--- config.mk ---
export PLATFORM = sky130hd
export DESIGN_NAME = sorted_key_table_search_flat
export DESIGN_NICKNAME = d
export VERILOG_FILES = /design/src/rtl/skts_pkg.sv /design/src/rtl/skts_if.sv /design/src/rtl/skts_key_ram.sv /design/src/rtl/sorted_key_table_search.sv /design/src/flat_wrapper.sv
export SDC_FILE = /design/constraint.sdc
export NUM_CORES = 1
export LEC_CHECK = 0
export ABC_CLOCK_PERIOD_IN_PS = 13310
export BUFFER_PORTS_ARGS = -buffer_cell sky130_fd_sc_hd__buf_2
export CAP_MARGIN = 20
export CORE_MARGIN = 1.5
export CORE_UTILIZATION = 25
export DETAILED_ROUTE_END_ITERATION = 16
export GPL_TIMING_DRIVEN = 0
export SKIP_CTS_REPAIR_TIMING = 1
export SLEW_MARGIN = 15
export SYNTH_ARGS = -nofsm -noshare
export SYNTH_HDL_FRONTEND = slang
export SYNTH_SLANG_ARGS = --single-unit
export TNS_END_PERCENT = 30
--- constraint.sdc ---
create_clock -name i_clk -period 13.31 [get_ports i_clk]
set_input_delay 0.6655 -clock i_clk [delete_from_list [all_inputs] [get_ports i_clk]]
set_output_delay 0.6655 -clock i_clk [all_outputs]
set_load 0.02 [all_outputs]
--- src/rtl/skts_pkg.sv ---
`default_nettype none

package skts_pkg;

    // Payload field widths
    localparam int FUNC_W   = 3;
    localparam int KEY_W    = 32;
    localparam int POS_W    = 3;
    localparam int STATUS_W = 2;

    // Default table geometry
    localparam int DEPTH_DEF    = 8;
    localparam int KEY_BITS_DEF = 32;

    typedef logic [FUNC_W-1:0]          t_func;
    typedef logic signed [KEY_W-1:0]    t_key;
    typedef logic [POS_W-1:0]           t_pos;
    typedef logic [STATUS_W-1:0]        t_status;

    // Request codes
    localparam t_func FUNC_LOAD    = 3'd0;
    localparam t_func FUNC_SORT    = 3'd1;
    localparam t_func FUNC_LSEARCH = 3'd2;
    localparam t_func FUNC_BSEARCH = 3'd3;
    localparam t_func FUNC_CLEAR   = 3'd4;

    // Result status codes
    localparam t_status STATUS_OK    = 2'd0;
    localparam t_status STATUS_FULL  = 2'd1;
    localparam t_status STATUS_EMPTY = 2'd2;

endpackage

`default_nettype wire

--- src/rtl/skts_if.sv ---
`default_nettype none

// Request channel: one table operation per transfer
interface skts_req_if;
    logic                valid;
    logic                ready;
    skts_pkg::t_func     func;
    skts_pkg::t_key      key;

    modport source (output valid, output func, output key, input ready);
    modport sink   (input valid, input func, input key, output ready);
endinterface

// Result channel: one result per request
interface skts_rsp_if;
    logic                valid;
    logic                ready;
    logic                found;
    skts_pkg::t_pos      position;
    skts_pkg::t_status   status;

    modport source (output valid, output found, output position, output status, input ready);
    modport sink   (input valid, input found, input position, input status, output ready);
endinterface

`default_nettype wire

--- src/rtl/skts_key_ram.sv ---
`default_nettype none

// Key storage: one write port, one read port with registered read data
module skts_key_ram #(
    parameter int DEPTH    = skts_pkg::DEPTH_DEF,
    parameter int KEY_BITS = skts_pkg::KEY_BITS_DEF
) (
    input  logic                       i_clk,
    input  logic                       i_we,
    input  logic [$clog2(DEPTH)-1:0]   i_waddr,
    input  logic signed [KEY_BITS-1:0] i_wdata,
    input  logic [$clog2(DEPTH)-1:0]   i_raddr,
    output logic signed [KEY_BITS-1:0] o_rdata
);

    logic signed [KEY_BITS-1:0] r_mem [DEPTH];
    logic signed [KEY_BITS-1:0] r_rdata;

    // Write the addressed entry
    always_ff @(posedge i_clk) begin
        if (i_we) begin
            r_mem[i_waddr] <= i_wdata;
        end
    end

    // Read every cycle, data valid in the next cycle
    always_ff @(posedge i_clk) begin
        r_rdata <= r_mem[i_raddr];
    end

    assign o_rdata = r_rdata;

endmodule

`default_nettype wire

--- src/rtl/sorted_key_table_search.sv ---
// Sorted key table with linear and binary search.
// i_req carries one request per transfer: func selects load, sort, linear
// search, binary search or clear, and key is the key to store or look for.
// o_rsp returns exactly one result per request: found, position, status.
// Keys live in a single-port-read key memory with registered read data.
// Load, clear, an unknown code and an empty table finish without a memory read.
// Linear search examines k entries in order, k from 1 to count.
// Binary search makes p probes, at most log2(count) + 1.
// Sort runs passes j = 0 .. count-2, each a scan of entries j to count-1
// followed by a swap written in two halves (ST_WA, then ST_WB).
// The read port of the key memory allows one compare per read.
// One request is in work at a time; a new request is taken as soon as the
// previous result sits in the output register, even if it is not yet taken.
// When the receiver stalls, a finished result waits inside until the output
// register frees up. Reset empties the table (count zero) and drops any
// pending result; memory contents are not cleared and need no clearing pass.
`default_nettype none

module sorted_key_table_search #(
    parameter int DEPTH    = skts_pkg::DEPTH_DEF,
    parameter int KEY_BITS = skts_pkg::KEY_BITS_DEF
) (
    input  logic       i_clk,
    input  logic       i_rst_n,
    skts_req_if.sink   i_req,
    skts_rsp_if.source o_rsp
);

    localparam int CNT_W = $clog2(DEPTH + 1);
    localparam int IDX_W = $clog2(DEPTH);
    localparam int POS_W = skts_pkg::POS_W;

    localparam int ST_W = 3;
    localparam logic [ST_W-1:0] ST_IDLE = 3'd0;
    localparam logic [ST_W-1:0] ST_LIN  = 3'd1;
    localparam logic [ST_W-1:0] ST_BIN  = 3'd2;
    localparam logic [ST_W-1:0] ST_SCAN = 3'd3;
    localparam logic [ST_W-1:0] ST_WA   = 3'd4;
    localparam logic [ST_W-1:0] ST_WB   = 3'd5;
    localparam logic [ST_W-1:0] ST_DONE = 3'd6;

    // Control state
    logic [ST_W-1:0]  r_state, n_state;
    logic [CNT_W-1:0] r_count, n_count;
    logic             r_out_valid, n_out_valid;

    // Working registers
    logic signed [KEY_BITS-1:0] r_key, n_key;
    logic signed [KEY_BITS-1:0] r_min, n_min;
    logic signed [KEY_BITS-1:0] r_first, n_first;
    logic [IDX_W-1:0]           r_idx, n_idx;
    logic [IDX_W-1:0]           r_j, n_j;
    logic [IDX_W-1:0]           r_p, n_p;
    logic [CNT_W-1:0]           r_lo, n_lo;
    logic [CNT_W-1:0]           r_hip1, n_hip1;

    // Pending and output result
    logic                  r_res_found, n_res_found;
    skts_pkg::t_pos        r_res_pos, n_res_pos;
    skts_pkg::t_status     r_res_status, n_res_status;
    logic                  r_out_found, n_out_found;
    skts_pkg::t_pos        r_out_pos, n_out_pos;
    skts_pkg::t_status     r_out_status, n_out_status;

    // Memory port
    logic                       w_we;
    logic [IDX_W-1:0]           w_waddr;
    logic signed [KEY_BITS-1:0] w_wdata;
    logic [IDX_W-1:0]           w_raddr;
    logic signed [KEY_BITS-1:0] w_rdata;

    logic                       w_accept;
    logic                       w_can_emit;
    logic signed [KEY_BITS-1:0] w_key;
    logic                       w_full;
    logic                       w_empty;
    logic                       w_idx_last;
    logic                       w_bin_lt;
    logic                       w_bin_gt;
    logic [CNT_W-1:0]           w_lo_nx;
    logic [CNT_W-1:0]           w_hip1_nx;
    logic [CNT_W-1:0]           w_mid_lo;
    logic [CNT_W-1:0]           w_mid_hi;
    logic [CNT_W:0]             w_mid_sum;
    logic [IDX_W-1:0]           w_mid;

    skts_key_ram #(
        .DEPTH    (DEPTH),
        .KEY_BITS (KEY_BITS)
    ) u_key_ram (
        .i_clk   (i_clk),
        .i_we    (w_we),
        .i_waddr (w_waddr),
        .i_wdata (w_wdata),
        .i_raddr (w_raddr),
        .o_rdata (w_rdata)
    );

    // Handshake and shared decode
    assign i_req.ready = (r_state == ST_IDLE);
    assign w_accept    = i_req.valid && (r_state == ST_IDLE);
    assign w_can_emit  = !r_out_valid || o_rsp.ready;
    assign w_key       = KEY_BITS'(i_req.key);
    assign w_full      = (r_count == CNT_W'(DEPTH));
    assign w_empty     = (r_count == '0);
    assign w_idx_last  = (CNT_W'(r_idx) == (r_count - CNT_W'(1)));

    // Binary search step: narrow the range, then pick the next midpoint
    assign w_bin_lt  = (r_key < w_rdata);
    assign w_bin_gt  = (r_key > w_rdata);
    assign w_lo_nx   = w_bin_lt ? r_lo : (CNT_W'(r_idx) + CNT_W'(1));
    assign w_hip1_nx = w_bin_lt ? CNT_W'(r_idx) : r_hip1;
    assign w_mid_lo  = (r_state == ST_IDLE) ? '0 : w_lo_nx;
    assign w_mid_hi  = (r_state == ST_IDLE) ? r_count : w_hip1_nx;
    assign w_mid_sum = {1'b0, w_mid_lo} + {1'b0, w_mid_hi} - (CNT_W + 1)'(1);
    assign w_mid     = IDX_W'(w_mid_sum[CNT_W:1]);

    // Sequencer
    always_comb begin
        n_state      = r_state;
        n_count      = r_count;
        n_key        = r_key;
        n_min        = r_min;
        n_first      = r_first;
        n_idx        = r_idx;
        n_j          = r_j;
        n_p          = r_p;
        n_lo         = r_lo;
        n_hip1       = r_hip1;
        n_res_found  = r_res_found;
        n_res_pos    = r_res_pos;
        n_res_status = r_res_status;
        n_out_valid  = r_out_valid && !o_rsp.ready;
        n_out_found  = r_out_found;
        n_out_pos    = r_out_pos;
        n_out_status = r_out_status;
        w_we         = 1'b0;
        w_waddr      = r_p;
        w_wdata      = r_first;
        w_raddr      = '0;

        case (r_state)
            ST_IDLE: begin
                if (w_accept) begin
                    n_key        = w_key;
                    n_res_found  = 1'b0;
                    n_res_pos    = '0;
                    n_res_status = skts_pkg::STATUS_OK;
                    n_state      = ST_DONE;
                    case (i_req.func)
                        skts_pkg::FUNC_LOAD: begin
                            if (w_full) begin
                                n_res_status = skts_pkg::STATUS_FULL;
                            end else begin
                                w_we      = 1'b1;
                                w_waddr   = IDX_W'(r_count);
                                w_wdata   = w_key;
                                n_res_pos = POS_W'(r_count);
                                n_count   = r_count + CNT_W'(1);
                            end
                        end
                        skts_pkg::FUNC_SORT: begin
                            if (w_empty) begin
                                n_res_status = skts_pkg::STATUS_EMPTY;
                            end else if (r_count != CNT_W'(1)) begin
                                n_j     = '0;
                                n_idx   = '0;
                                n_state = ST_SCAN;
                            end
                        end
                        skts_pkg::FUNC_LSEARCH: begin
                            if (w_empty) begin
                                n_res_status = skts_pkg::STATUS_EMPTY;
                            end else begin
                                n_idx   = '0;
                                n_state = ST_LIN;
                            end
                        end
                        skts_pkg::FUNC_BSEARCH: begin
                            if (w_empty) begin
                                n_res_status = skts_pkg::STATUS_EMPTY;
                            end else begin
                                n_lo    = '0;
                                n_hip1  = r_count;
                                n_idx   = w_mid;
                                w_raddr = w_mid;
                                n_state = ST_BIN;
                            end
                        end
                        skts_pkg::FUNC_CLEAR: begin
                            n_count = '0;
                        end
                        default: ;
                    endcase
                end
            end
            ST_LIN: begin
                // Compare one entry per cycle, prefetch the next
                w_raddr = r_idx + IDX_W'(1);
                if (r_key == w_rdata) begin
                    n_res_found = 1'b1;
                    n_res_pos   = POS_W'(r_idx);
                    n_state     = ST_DONE;
                end else if (w_idx_last) begin
                    n_state = ST_DONE;
                end else begin
                    n_idx = r_idx + IDX_W'(1);
                end
            end
            ST_BIN: begin
                if (!w_bin_lt && !w_bin_gt) begin
                    n_res_found = 1'b1;
                    n_res_pos   = POS_W'(r_idx);
                    n_state     = ST_DONE;
                end else begin
                    n_lo   = w_lo_nx;
                    n_hip1 = w_hip1_nx;
                    if (w_lo_nx < w_hip1_nx) begin
                        n_idx   = w_mid;
                        w_raddr = w_mid;
                    end else begin
                        n_state = ST_DONE;
                    end
                end
            end
            ST_SCAN: begin
                // Track the first strictly smallest key of this pass
                w_raddr = r_idx + IDX_W'(1);
                if (r_idx == r_j) begin
                    n_min   = w_rdata;
                    n_first = w_rdata;
                    n_p     = r_idx;
                end else if (w_rdata < r_min) begin
                    n_min = w_rdata;
                    n_p   = r_idx;
                end
                if (w_idx_last) begin
                    n_state = ST_WA;
                end else begin
                    n_idx = r_idx + IDX_W'(1);
                end
            end
            ST_WA: begin
                // Swap, first half: old head goes to the minimum's slot
                w_we    = 1'b1;
                w_waddr = r_p;
                w_wdata = r_first;
                n_state = ST_WB;
            end
            ST_WB: begin
                // Swap, second half: minimum goes to the head; start next pass
                w_we    = 1'b1;
                w_waddr = r_j;
                w_wdata = r_min;
                w_raddr = r_j + IDX_W'(1);
                if ((CNT_W'(r_j) + CNT_W'(2)) < r_count) begin
                    n_j     = r_j + IDX_W'(1);
                    n_idx   = r_j + IDX_W'(1);
                    n_state = ST_SCAN;
                end else begin
                    n_state = ST_DONE;
                end
            end
            ST_DONE: begin
                // Hand the result to the output register once it is free
                if (w_can_emit) begin
                    n_out_valid  = 1'b1;
                    n_out_found  = r_res_found;
                    n_out_pos    = r_res_pos;
                    n_out_status = r_res_status;
                    n_state      = ST_IDLE;
                end
            end
            default: begin
                n_state = ST_IDLE;
            end
        endcase
    end

    // Control registers
    always_ff @(posedge i_clk) begin
        if (!i_rst_n) begin
            r_state     <= ST_IDLE;
            r_count     <= '0;
            r_out_valid <= 1'b0;
        end else begin
            r_state     <= n_state;
            r_count     <= n_count;
            r_out_valid <= n_out_valid;
        end
    end

    // Payload registers
    always_ff @(posedge i_clk) begin
        r_key        <= n_key;
        r_min        <= n_min;
        r_first      <= n_first;
        r_idx        <= n_idx;
        r_j          <= n_j;
        r_p          <= n_p;
        r_lo         <= n_lo;
        r_hip1       <= n_hip1;
        r_res_found  <= n_res_found;
        r_res_pos    <= n_res_pos;
        r_res_status <= n_res_status;
        r_out_found  <= n_out_found;
        r_out_pos    <= n_out_pos;
        r_out_status <= n_out_status;
    end

    assign o_rsp.valid    = r_out_valid;
    assign o_rsp.found    = r_out_found;
    assign o_rsp.position = r_out_pos;
    assign o_rsp.status   = r_out_status;

    // Checks
    a_count_range: assert property (@(posedge i_clk) disable iff (!i_rst_n)
        r_count <= CNT_W'(DEPTH))
        else $error("entry count above table depth");

    a_load_count: assert property (@(posedge i_clk) disable iff (!i_rst_n)
        (w_accept && (i_req.func == skts_pkg::FUNC_LOAD) && !w_full)
        |=> (r_count == ($past(r_count) + CNT_W'(1))))
        else $error("load did not advance the entry count");

    a_done_hold: assert property (@(posedge i_clk) disable iff (!i_rst_n)
        ((r_state == ST_DONE) && r_out_valid && !o_rsp.ready) |=> (r_state == ST_DONE))
        else $error("pending result dropped while output stalled");

    a_bin_range: assert property (@(posedge i_clk) disable iff (!i_rst_n)
        (r_state == ST_BIN) |-> (r_lo < r_hip1))
        else $error("binary search probing an empty range");

    a_found_ok: assert property (@(posedge i_clk) disable iff (!i_rst_n)
        (o_rsp.valid && o_rsp.found) |-> (o_rsp.status == skts_pkg::STATUS_OK))
        else $error("hit reported with non-ok status");

endmodule

`default_nettype wire
--- src/flat_wrapper.sv ---
// flat-port wrapper written by rule: the top's interface ports become plain ports
module sorted_key_table_search_flat 
#(
    parameter int DEPTH    = skts_pkg::DEPTH_DEF,
    parameter int KEY_BITS = skts_pkg::KEY_BITS_DEF
)
  (i_clk, i_rst_n, i_req_valid, i_req_func, i_req_key, i_req_ready, o_rsp_valid, o_rsp_found, o_rsp_position, o_rsp_status, o_rsp_ready);
  skts_req_if i_req_i ();
  skts_rsp_if o_rsp_i ();
  input  logic i_clk;
  input  logic i_rst_n;
  input wire logic [$bits(i_req_i.valid)-1:0] i_req_valid;
  input wire logic [$bits(i_req_i.func)-1:0] i_req_func;
  input wire logic [$bits(i_req_i.key)-1:0] i_req_key;
  output wire logic [$bits(i_req_i.ready)-1:0] i_req_ready;
  output wire logic [$bits(o_rsp_i.valid)-1:0] o_rsp_valid;
  output wire logic [$bits(o_rsp_i.found)-1:0] o_rsp_found;
  output wire logic [$bits(o_rsp_i.position)-1:0] o_rsp_position;
  output wire logic [$bits(o_rsp_i.status)-1:0] o_rsp_status;
  input wire logic [$bits(o_rsp_i.ready)-1:0] o_rsp_ready;
  assign i_req_i.valid = i_req_valid;
  assign i_req_i.func = i_req_func;
  assign i_req_i.key = i_req_key;
  assign i_req_ready = i_req_i.ready;
  assign o_rsp_valid = o_rsp_i.valid;
  assign o_rsp_found = o_rsp_i.found;
  assign o_rsp_position = o_rsp_i.position;
  assign o_rsp_status = o_rsp_i.status;
  assign o_rsp_i.ready = o_rsp_ready;
  sorted_key_table_search #(.DEPTH(DEPTH), .KEY_BITS(KEY_BITS)) u_core (.i_clk(i_clk), .i_rst_n(i_rst_n), .i_req(i_req_i), .o_rsp(o_rsp_i));
endmodule
**Word-level counts from Yosys, hierarchy flattened**

Memories as Yosys holds them, arrays and structs flattened. A register that Yosys moved wholly into a read port is not among the register bits.
Cells that the tools add are included.

- Flip-flop bits (word level): 133
- Bits of input ports: 39
- Memories kept: 1
- Bits in writable memories: 256
- Logic and storage cells: 181
- Output and inout bits: 8

- $add $sub $neg: 8
- Eq/ne operators: 36
- Reduce and logical (&&, ||, !) cells: 30
- Magnitude comparators: 5
- Multiplexer cells: 84

Memory list:

| memory | depth | bits a word | rd ports | clocked after Yosys merged registers in | write ports | RTL line | RTL |
|---|---|---|---|---|---|---|---|
| u_core.u_key_ram.r_mem | 8 | 32 | 1 | 1 | 1 | skts_key_ram.sv:16 | `logic signed [KEY_BITS-1:0] r_mem [DEPTH];` |

Operators with widths:

| operator | number |
|---|---|
| $mux W32 | 5 |
| $mux W3 | 39 |
| $lt A32 B32 Y1 | 2 |
| $pmux W32 S2 | 1 |
| $mux W4 | 13 |
| $eq A32 B32 Y1 | 1 |
| $gt A32 B32 Y1 | 1 |
| $pmux W3 S3 | 3 |
| $pmux W4 S2 | 3 |
| $pmux W3 S7 | 1 |
| $ne A2 B1 Y1 const B | 10 |
| $pmux W3 S5 | 1 |
| $eq A3 B2 Y1 const B | 4 |
| $eq A3 B3 Y1 const B | 4 |
| $pmux W3 S2 | 2 |
| $pmux W3 S4 | 1 |
| $mux W1 | 11 |
| $reduce_and A11 Y1 | 1 |
| $reduce_and A5 Y1 | 2 |
| $ne A3 B3 Y1 const B | 3 |
| $lt A4 B4 Y1 | 2 |
| $ne A2 B2 Y1 const B | 4 |
| $ne A4 B1 Y1 const B | 2 |
| $reduce_and A2 Y1 | 4 |
| 28 further kinds | 43 |

**Longest topological paths before layout**

Gate-level depths: netlist of the first run.

- Depth in word-level cells: 9
- Mapped depth: 24
- Gate-level depth less buffers: 21

**Cells and area by module**

A second synthesis of the first run with hierarchy kept.

- Cells, all modules: 1095
- Area, all modules: 17918.4 sq um

By module, submodules not included:

| module | cells an instance | area an instance (sq um) | instances | seq. area each (sq um) |
|---|---|---|---|---|
| skts_key_ram | 415 | 10466.3 | 1 | 8328.0 |
| sorted_key_table_search | 680 | 7452.1 | 1 | 3913.8 |

**Worst setup path after synthesis of the first run**

Ideal clock, no wire load.

- Kind: register to register
- Start point: register u_core.r_idx[0]
- End point: register u_core.r_min[0] (enable)
- Buffers on the path: 1
- Arrival time: 5454 ps
- Cell stages (with the launch flop): 6
- Period minus slack after synthesis: 5930 ps
- Library setup time: 476 ps
- Required time: 12834 ps
- Slack: 7380 ps
- Cells stage by stage: edfxtp_1 -> clkbuf_1 -> xor2_1 -> nor4_1 -> nor2_1 -> o21ai_0

- Longest elaborated chain between the ends: 3

Ends and longest elaborated chain:

| item | RTL line | RTL |
|---|---|---|
| start, declared | sorted_key_table_search.sv:51 | `logic [IDX_W-1:0] r_idx, n_idx;` |
| start signal, assigned | sorted_key_table_search.sv:298 | `r_idx <= n_idx;` |
| $eq A3 B3 Y1 | sorted_key_table_search.sv:229 | `if (r_idx == r_j) begin` |
| $reduce_bool A2 Y1 (no source line) | - |  |
| $reduce_and A2 Y1 (no source line) | - |  |
| end signal, assigned | sorted_key_table_search.sv:296 | `r_min <= n_min;` |
| end, declared | sorted_key_table_search.sv:49 | `logic signed [KEY_BITS-1:0] r_min, n_min;` |

No other way between the ends.
A chain may end at the register's enable or synchronous reset.

**Worst setup path in the final report of the first run**

- Start point: register u_core.u_key_ram.r_rdata[15] (netlist: u_core.u_key_ram.o_rdata[15]), read port of u_core.u_key_ram.r_mem
- End point: register u_core.u_key_ram.r_rdata[26] (netlist: u_core.u_key_ram.o_rdata[26]), read port of u_core.u_key_ram.r_mem

- Longest elaborated chain between the ends: 9
- Elaborated cells on any way between the ends: 18
- Those cells by class: add/sub (2); order compare (3); mux (10); reduce/logical (3)

Ends and longest elaborated chain:

| item | RTL line | RTL |
|---|---|---|
| start, declared | skts_key_ram.sv:17 | `logic signed [KEY_BITS-1:0] r_rdata;` |
| $lt A32 B32 Y1 (*) | sorted_key_table_search.sv:109 | `assign w_bin_lt = (r_key < w_rdata);` |
| $mux W4 (*) | sorted_key_table_search.sv:111 | `assign w_lo_nx = w_bin_lt ? r_lo : (CNT_W'(r_idx) + CNT_W'(1));` |
| net u_core.w_lo_nx[1] | sorted_key_table_search.sv:80 | `logic [CNT_W-1:0] w_lo_nx;` |
| $mux W4 | sorted_key_table_search.sv:113 | `assign w_mid_lo = (r_state == ST_IDLE) ? '0 : w_lo_nx;` |
| $add A4 B4 Y4 | sorted_key_table_search.sv:115 | `assign w_mid_sum = {1'b0, w_mid_lo} + {1'b0, w_mid_hi} - (CNT_W + 1)'(1);` |
| $sub A4 B1 Y4 | sorted_key_table_search.sv:115 |  |
| $mux W3 | sorted_key_table_search.sv:180 | `if (w_empty) begin` |
| $mux W3 | sorted_key_table_search.sv:150 | `case (i_req.func)` |
| $mux W3 | sorted_key_table_search.sv:144 | `if (w_accept) begin` |
| $pmux W3 S4 (*) | sorted_key_table_search.sv:142 | `case (r_state)` |

The timed path passes the listed nets; every way through them passes the cells marked *.

==> impl_metrics.tcl, run 1 <==
set metrics [dict create \
    yosysMostFrequentCell "edfxtp_1" \
    syn-num-nets 1501 \
    insertion_delay_ns 0.58 \
    cp_slowest_stage_delay_ns 0.83 \
    start_util_pct 25.2 \
    cp-start-kind "flip-flop" \
    grt_pass1_wl_um 75700 \
    cts_sinks 421 \
    first_pass_iters 5 \
    drive_gt1_share_pct 11.5 \
    tns_ns 0 \
    yosysUniqueCellTypes 58 \
    period_share_pct 55.1 \
    crit_path_end_kind "flip-flop" \
    n_fill_cell 7214 \
    vias 12300 \
    rsz0062_at_grt "no" \
    report.final.slew_viol_count 0 \
    async_reset_ff_share_pct 0 \
    antennaDiodeCount 0 \
    maxCapViolations 0 \
    die_h_um 274 \
    root_buffer "clkbuf_16" \
    wire_per_inst_um 20.2 \
    syn_to_final_growth_pct 18.0 \
    clkTransAtPathRegs_ns 0.06 \
    fp.dieArea_um2 75300 \
    synth_area_um2 18400 \
    total_power_uw 5420 \
    required_ns 13.74 \
    tightest_slew_ns 1.10 \
    synthTopCellsByArea "edfxtp_1 (62%), a2111oi_0 (6.2%), ha_1 (5.2%), and3_1 (4.6%), dfxtp_1 (4.3%)" \
    routed_wl_um 50200 \
    cpMaxStageDelayCell "nor4_1" \
    peakVddDrop_mv 0.183 \
    synth_warnings 0 \
    cts_max_level 2 \
    antenna_found_initial 6 \
    p_leak_uw 0.00774 \
    tritoncts "done" \
    synth-seq-cells 421 \
    synth_top_cell_by_area "edfxtp_1" \
    fp.coreArea_um2 73000 \
    clock.fmax_mhz 136 \
    cts_buffer_depth 3 \
    fin_area_um2 21700 \
    outcome "finished clean" \
    gp_congestion 0.853 \
    postPlaceCellArea_um2 20200 \
    grt_overflow 0 \
    cts_buffers 45 \
    row_count 99 \
    setup.worst_path.class "reg2reg" \
    grt_pass1_vias 12400 \
    synthCells 1384 \
    avgSynthCellArea_um2 13.3 \
    viasPerCell 4.93 \
    hp-class "in2reg" \
    crit_path_cell_trace "inv_1 > ha_1 > nand4_1 > nor4_1 > o21ai_1 > a41oi_2 > o31a_1 > buf_1 > mux2_2 > ha_1 > a21oi_1 > mux2i_1 > mux2_2 > maj3_2 > a211oi_2 > o21a_1 > buf_2 > clkbuf_1 > a2111oi_0 > nor4_1" \
    critical-path-top-delay-family "compound AO/OA/AOI/OAI gates" \
    relSlewSlack_pct 26.7 \
    grt_usage_pct 13.3 \
    period_needed_ns 7.33 \
    synthFlopType "edfxtp_1" \
    synth_top_area_share_pct 62.1 \
    grt_max_degree 32 \
    die_width_um 274 \
    arrival_ns 7.77 \
    final_cells 2488 \
    drtIter0Drc 1079 \
    final.setup_skew_ns 0.0275 \
    io_pins 47 \
    hold_viol 0 \
    ys_top_cells_by_count "edfxtp_1 (381), and3_1 (136), a2111oi_0 (130), nand2_1 (122), inv_1 (81)" \
    drc 0 \
    path_max_fanout 10 \
    dp_hpwl_um 36000 \
    final_antenna_net_count 0 \
    worst-path-buf-inv 4 \
    dp_cells 2405 \
    nNetsFinal 1611 \
    setup_viol 0 \
    synth_edf_count 381 \
    seq_area_frac_synth_pct 66.5 \
    pwr_density_cell_nw_per_um2 249 \
    portBuffers 46 \
]
==> routing by layer <==
| metal | track usage, % | share of wire [%] |
|---|---|---|
| met1 | 17.2 | 43 |
| met2 | 21.4 | 46 |
| met3 | 3.14 | 6.5 |
| met4 | 4.87 | 3.5 |
| met5 | 0 | 0.15 |
==> through the flow <==
step | setup slack (ns) | hold slack, ns | utilization, %
4_1_cts | 6.03 | 0.253 | 29.8
2_1_floorplan | 7.38 | 0.400 | -
6_report | 5.98 | 0.278 | 29.8
3_3_place_gp | 2.83 | 0.402 | 27.2
3_5_place_dp | 6.08 | 0.405 | 27.7
5_1_grt | 5.61 | 0.262 | 29.8
==> power by group <==
part	internal [µW]	switching [µW]	leakage [µW]
combinational	746	1550	0.00319
clock	772	531	0.000753
sequential	1720	103	0.00380
total	3230	2190	0.00774
==> logic make-up after synthesis <==
kind of cell	count (synthesis)	synth area share, %
simple gates	396	11.1
xor+xnor	13	0.618
compound gates	291	12.0
flops	421	66.5
buf+inv	172	3.69
mux	12	0.673
fa+ha+maj	79	5.40
==> cells in the final DEF (no fill, tap or decap), types with 12 or more instances in the layout <==
cell type  count
nor4_1        34
dfxtp_1       40
nand4_1       12
edfxtp_1     381
a21o_1        17
inv_1         80
nor2b_1       12
nand2b_1      12
buf_2         61
a2111oi_0    130
clkbuf_1      77
and3_1       134
nor2_1        36
a21oi_1       41
nand2_1      122
o21ai_0       31
ha_1          77
a22oi_1       32
clkbuf_16     46
==> cell type report <==
| type | instances | area (µm²) | share of cell area (%) |
|---|---|---|---|
| Buffer | 91 | 375 | 1.73 |
| Clock buffer | 63 | 1270 | 5.86 |
| Clock inverter | 19 | 262 | 1.20 |
| Inverter | 81 | 304 | 1.40 |
| Multi-Input combinational cell | 791 | 5570 | 25.6 |
| Sequential cell | 421 | 12200 | 56.3 |
| Tap cell | 959 | 1200 | 5.52 |
| Timing Repair Buffer | 63 | 512 | 2.35 |
==> sequential cells by signal (all words and copies together) (netlist names) <==
| register | count |
|---|---|
| u_core.r_j | 3 |
| u_core.r_res_status | 2 |
| u_core.u_key_ram.r_mem | 256 |
| u_core.r_idx | 3 |
| u_core.r_res_found | 1 |
| u_core.r_count | 4 |
| u_core.o_rsp.found | 1 |
| u_core.u_key_ram.o_rdata | 32 |
| u_core.r_hip1 | 4 |
| u_core.o_rsp.position | 3 |
| u_core.r_min | 32 |
| u_core.r_p | 3 |
| u_core.r_key | 32 |
| u_core.o_rsp.valid | 1 |
| u_core.r_res_pos | 3 |
| u_core.o_rsp.status | 2 |
| u_core.r_lo | 4 |
| u_core.r_first | 32 |
| u_core.r_state | 3 |
==> worst register-to-register path, stage by stage (launching register included) <==
cell       delay [ns]
dfxtp_1          0.42
inv_1            0.07
ha_1             0.31
nand4_1          0.31
nor4_1           0.83
o21ai_1          0.22
a41oi_2          0.45
o31a_1           0.33
buf_1            0.48
mux2_2           0.43
ha_1             0.31
a21oi_1          0.18
mux2i_1          0.09
mux2_2           0.28
maj3_2           0.37
a211oi_2         0.43
o21a_1           0.19
buf_2            0.27
clkbuf_1         0.54
a2111oi_0        0.19
nor4_1           0.48
==> path summary, 6_finish.rpt <==
path	cells after the start	from	endpoint	slack, ns
worst max-delay path	20	u_core.u_key_ram.o_rdata[15]	u_core.u_key_ram.o_rdata[26]	5.98
worst min-delay path	1	i_req_key[17]	u_core.r_key[17]	0.28
worst max register to register	20	u_core.u_key_ram.o_rdata[15]	u_core.u_key_ram.o_rdata[26]	5.98
worst min register to register	0	u_core.r_res_pos[1]	u_core.o_rsp.position[1]	0.42
Power figures use the tool's default switching activity.
==> run 2: changes to the inputs <==
Settings changed: ABC_CLOCK_PERIOD_IN_PS 13310 to 6550.
Clock period 13.31 ns to 6.55 ns, I/O delays scaled along.
==> run 2 against run 1 <==
  * Cell count rose by 1.3%
  * Sequential power rose by 100%
  * Cell area rose by 2.0%
  * Via count rose by 1.1%
  * Critical path depth rose by 1
  * Register-to-register slack got worse by 5.7 ns
  * Worst hold slack got worse by 0.23 ns
  * Fmax rose by 16%
  * Combinational power rose by 110%
  * Highest routed layer is now met4
==> impl_metrics.tcl, run 2 (synthesized netlist as in run 1, its figures left out) <==
set metrics [dict create \
    cts_buffers 45 \
    first_pass_iters 5 \
    io_pins 47 \
    path_max_fanout 10 \
    rsz0062_at_grt "no" \
    die_width_um 274 \
    fin_area_um2 22200 \
    viasPerCell 4.92 \
    gp_congestion 0.853 \
    grt_pass1_wl_um 75700 \
    largest_register_ffs 256 \
    report.final.slew_viol_count 0 \
    grt_pass1_vias 12400 \
    wire_per_inst_um 20.0 \
    postPlaceCellArea_um2 20200 \
    power.switching_uw 4540 \
    outcome "finished clean" \
    tightest_slew_ns 1.13 \
    root_buffer "clkbuf_16" \
    ff2ff_path_depth 21 \
    hold_depth 2 \
    setup_viol 0 \
    critical-path-top-delay-family "compound AO/OA/AOI/OAI gates" \
    final_antenna_net_count 0 \
    grt_max_degree 32 \
    clkPwrFrac_pct 23.7 \
    period_needed_ns 6.31 \
    total_power_uw 11200 \
    peakVddDrop_mv 0.379 \
    combPwrFrac_pct 43.3 \
    portBuffers 46 \
    seqPwrFrac_pct 33.0 \
    crit_path_cell_trace "inv_1 > ha_1 > nand4_1 > buf_4 > nor4_4 > o21ai_1 > a41oi_4 > o31a_1 > clkbuf_4 > mux2_2 > ha_1 > a21oi_1 > mux2i_1 > mux2_2 > maj3_2 > a2111o_1 > buf_2 > clkbuf_2 > and3_1 > a2111oi_1 > nor4_1" \
    min_to "u_core.r_count[0]" \
    cts_max_level 2 \
    final.setup_skew_ns 0.0195 \
    worst-path-buf-inv 5 \
    mostFrequentLayoutCell "edfxtp_1" \
    dp_cells 2405 \
    maxCapViolations 0 \
    arrival_ns 6.74 \
    antenna_found_initial 1 \
    vias 12400 \
    dp_hpwl_um 36000 \
    hold_path_startpoint "i_rst_n" \
    cts_buffer_depth 3 \
    hold_viol 0 \
    relSlewSlack_pct 24.9 \
    hp-class "in2reg" \
    drtIter0Drc 1058 \
    routed_wl_um 50500 \
    cts_sinks 421 \
    cp_slowest_stage_delay_ns 0.54 \
    nNetsFinal 1642 \
    grt_overflow 0 \
    drive_gt1_share_pct 12.9 \
    p_int_uw 6670 \
    row_count 99 \
    grt_usage_pct 13.3 \
    final_cells 2520 \
    p_leak_uw 0.00795 \
    setup.worst_path.class "reg2reg" \
    r2r-end "u_core.u_key_ram.o_rdata[26]" \
    cp-start-kind "flip-flop" \
    r2r_setup_slack_ns 0.24 \
    start_util_pct 25.2 \
    required_ns 6.98 \
    layout_common_cells "edfxtp_1 (381), and3_1 (134), nand2_1 (122)" \
    crit_path_end_kind "flip-flop" \
    die_h_um 274 \
    n_fill_cell 7199 \
    cpMaxStageDelayCell "a2111oi_1" \
    clock.fmax_mhz 158 \
    switching_share_pct 40.5 \
    period_share_pct 96.4 \
    pwr_density_cell_nw_per_um2 505 \
    fp.coreArea_um2 73000 \
    tritoncts "done" \
    whs_ns 0.0514 \
    tns_ns 0 \
    timing.rr.start "u_core.u_key_ram.o_rdata[14]" \
    insertion_delay_ns 0.58 \
    fp.dieArea_um2 75300 \
    clkTransAtPathRegs_ns 0.06 \
    syn_to_final_growth_pct 20.4 \
    largest_register "u_core.u_key_ram.r_mem" \
    drc 0 \
]
## run 2: cell count changes in the layout (fill, tap and decap cells not counted), sizes merged
cell and change:
clkbuf +1, diode +1, dlygate4sd3 +31, buf -1
## run 2: cell type report
class                      instances  area, µm²  area share, %
clock buffer                      63       1270           5.75
antenna                            1       2.50         0.0113
clock inverter                    19        262           1.18
sequential                       421      12200           55.2
buffer                            90        399           1.80
tap                              959       1200           5.41
timing repair buffer              95        830           3.74
inverter                          81        304           1.37
multi-input combinational        791       5660           25.5
## run 2: worst max path at each step
stage / from / to / slack [ns] / cells after the start
after floorplan: u_core.r_idx[0] / u_core.r_min[0] / 0.62 / 5
after global placement: u_core.r_idx[0] / u_core.r_min[12] / -3.93 / 5
after detailed placement: u_core.u_key_ram.o_rdata[14] / u_core.u_key_ram.o_rdata[26] / -0.68 / 20
after CTS: u_core.u_key_ram.o_rdata[15] / u_core.u_key_ram.o_rdata[26] / -0.73 / 20
after global routing: u_core.u_key_ram.o_rdata[14] / u_core.u_key_ram.o_rdata[20] / 0.06 / 21
final: u_core.u_key_ram.o_rdata[14] / u_core.u_key_ram.o_rdata[26] / 0.24 / 21
## run 2: per-stage QoR
stage | setup slack, ns | utilization (%)
finish | 0.237 | 30.4
global route | 0.0598 | 30.4
CTS | -0.732 | 29.8
detailed placement | -0.676 | 27.7
global placement | -3.93 | 27.2
floorplan | 0.620 | -
## run 2: power groups by stage
stage                     Combinational (µW)  Sequential (µW)  Clock (µW)
after floorplan                         2950             3680           0
after global placement                  4480             3760           0
after detailed placement                4620             3750           0
after CTS                               4660             3700        2690
after global routing                    5290             3730        2800
final                                   4860             3690        2650
## run 2: routing by layer
layer,routed length [µm],track usage (%)
met4,1410,4.87
met3,2820,3.14
met2,23800,21.4
met1,22500,17.2
met5,0,0
## run 2: worst reg2reg max path: stages (launching register included)
cell       delay, ns
dfxtp_1         0.41
inv_1           0.07
ha_1            0.32
nand4_1         0.10
buf_4           0.17
nor4_4          0.38
o21ai_1         0.21
a41oi_4         0.37
o31a_1          0.32
clkbuf_4        0.28
mux2_2          0.39
ha_1            0.31
a21oi_1         0.18
mux2i_1         0.09
mux2_2          0.28
maj3_2          0.37
a2111o_1        0.53
buf_2           0.26
clkbuf_2        0.22
and3_1          0.20
a2111oi_1       0.54
nor4_1          0.17
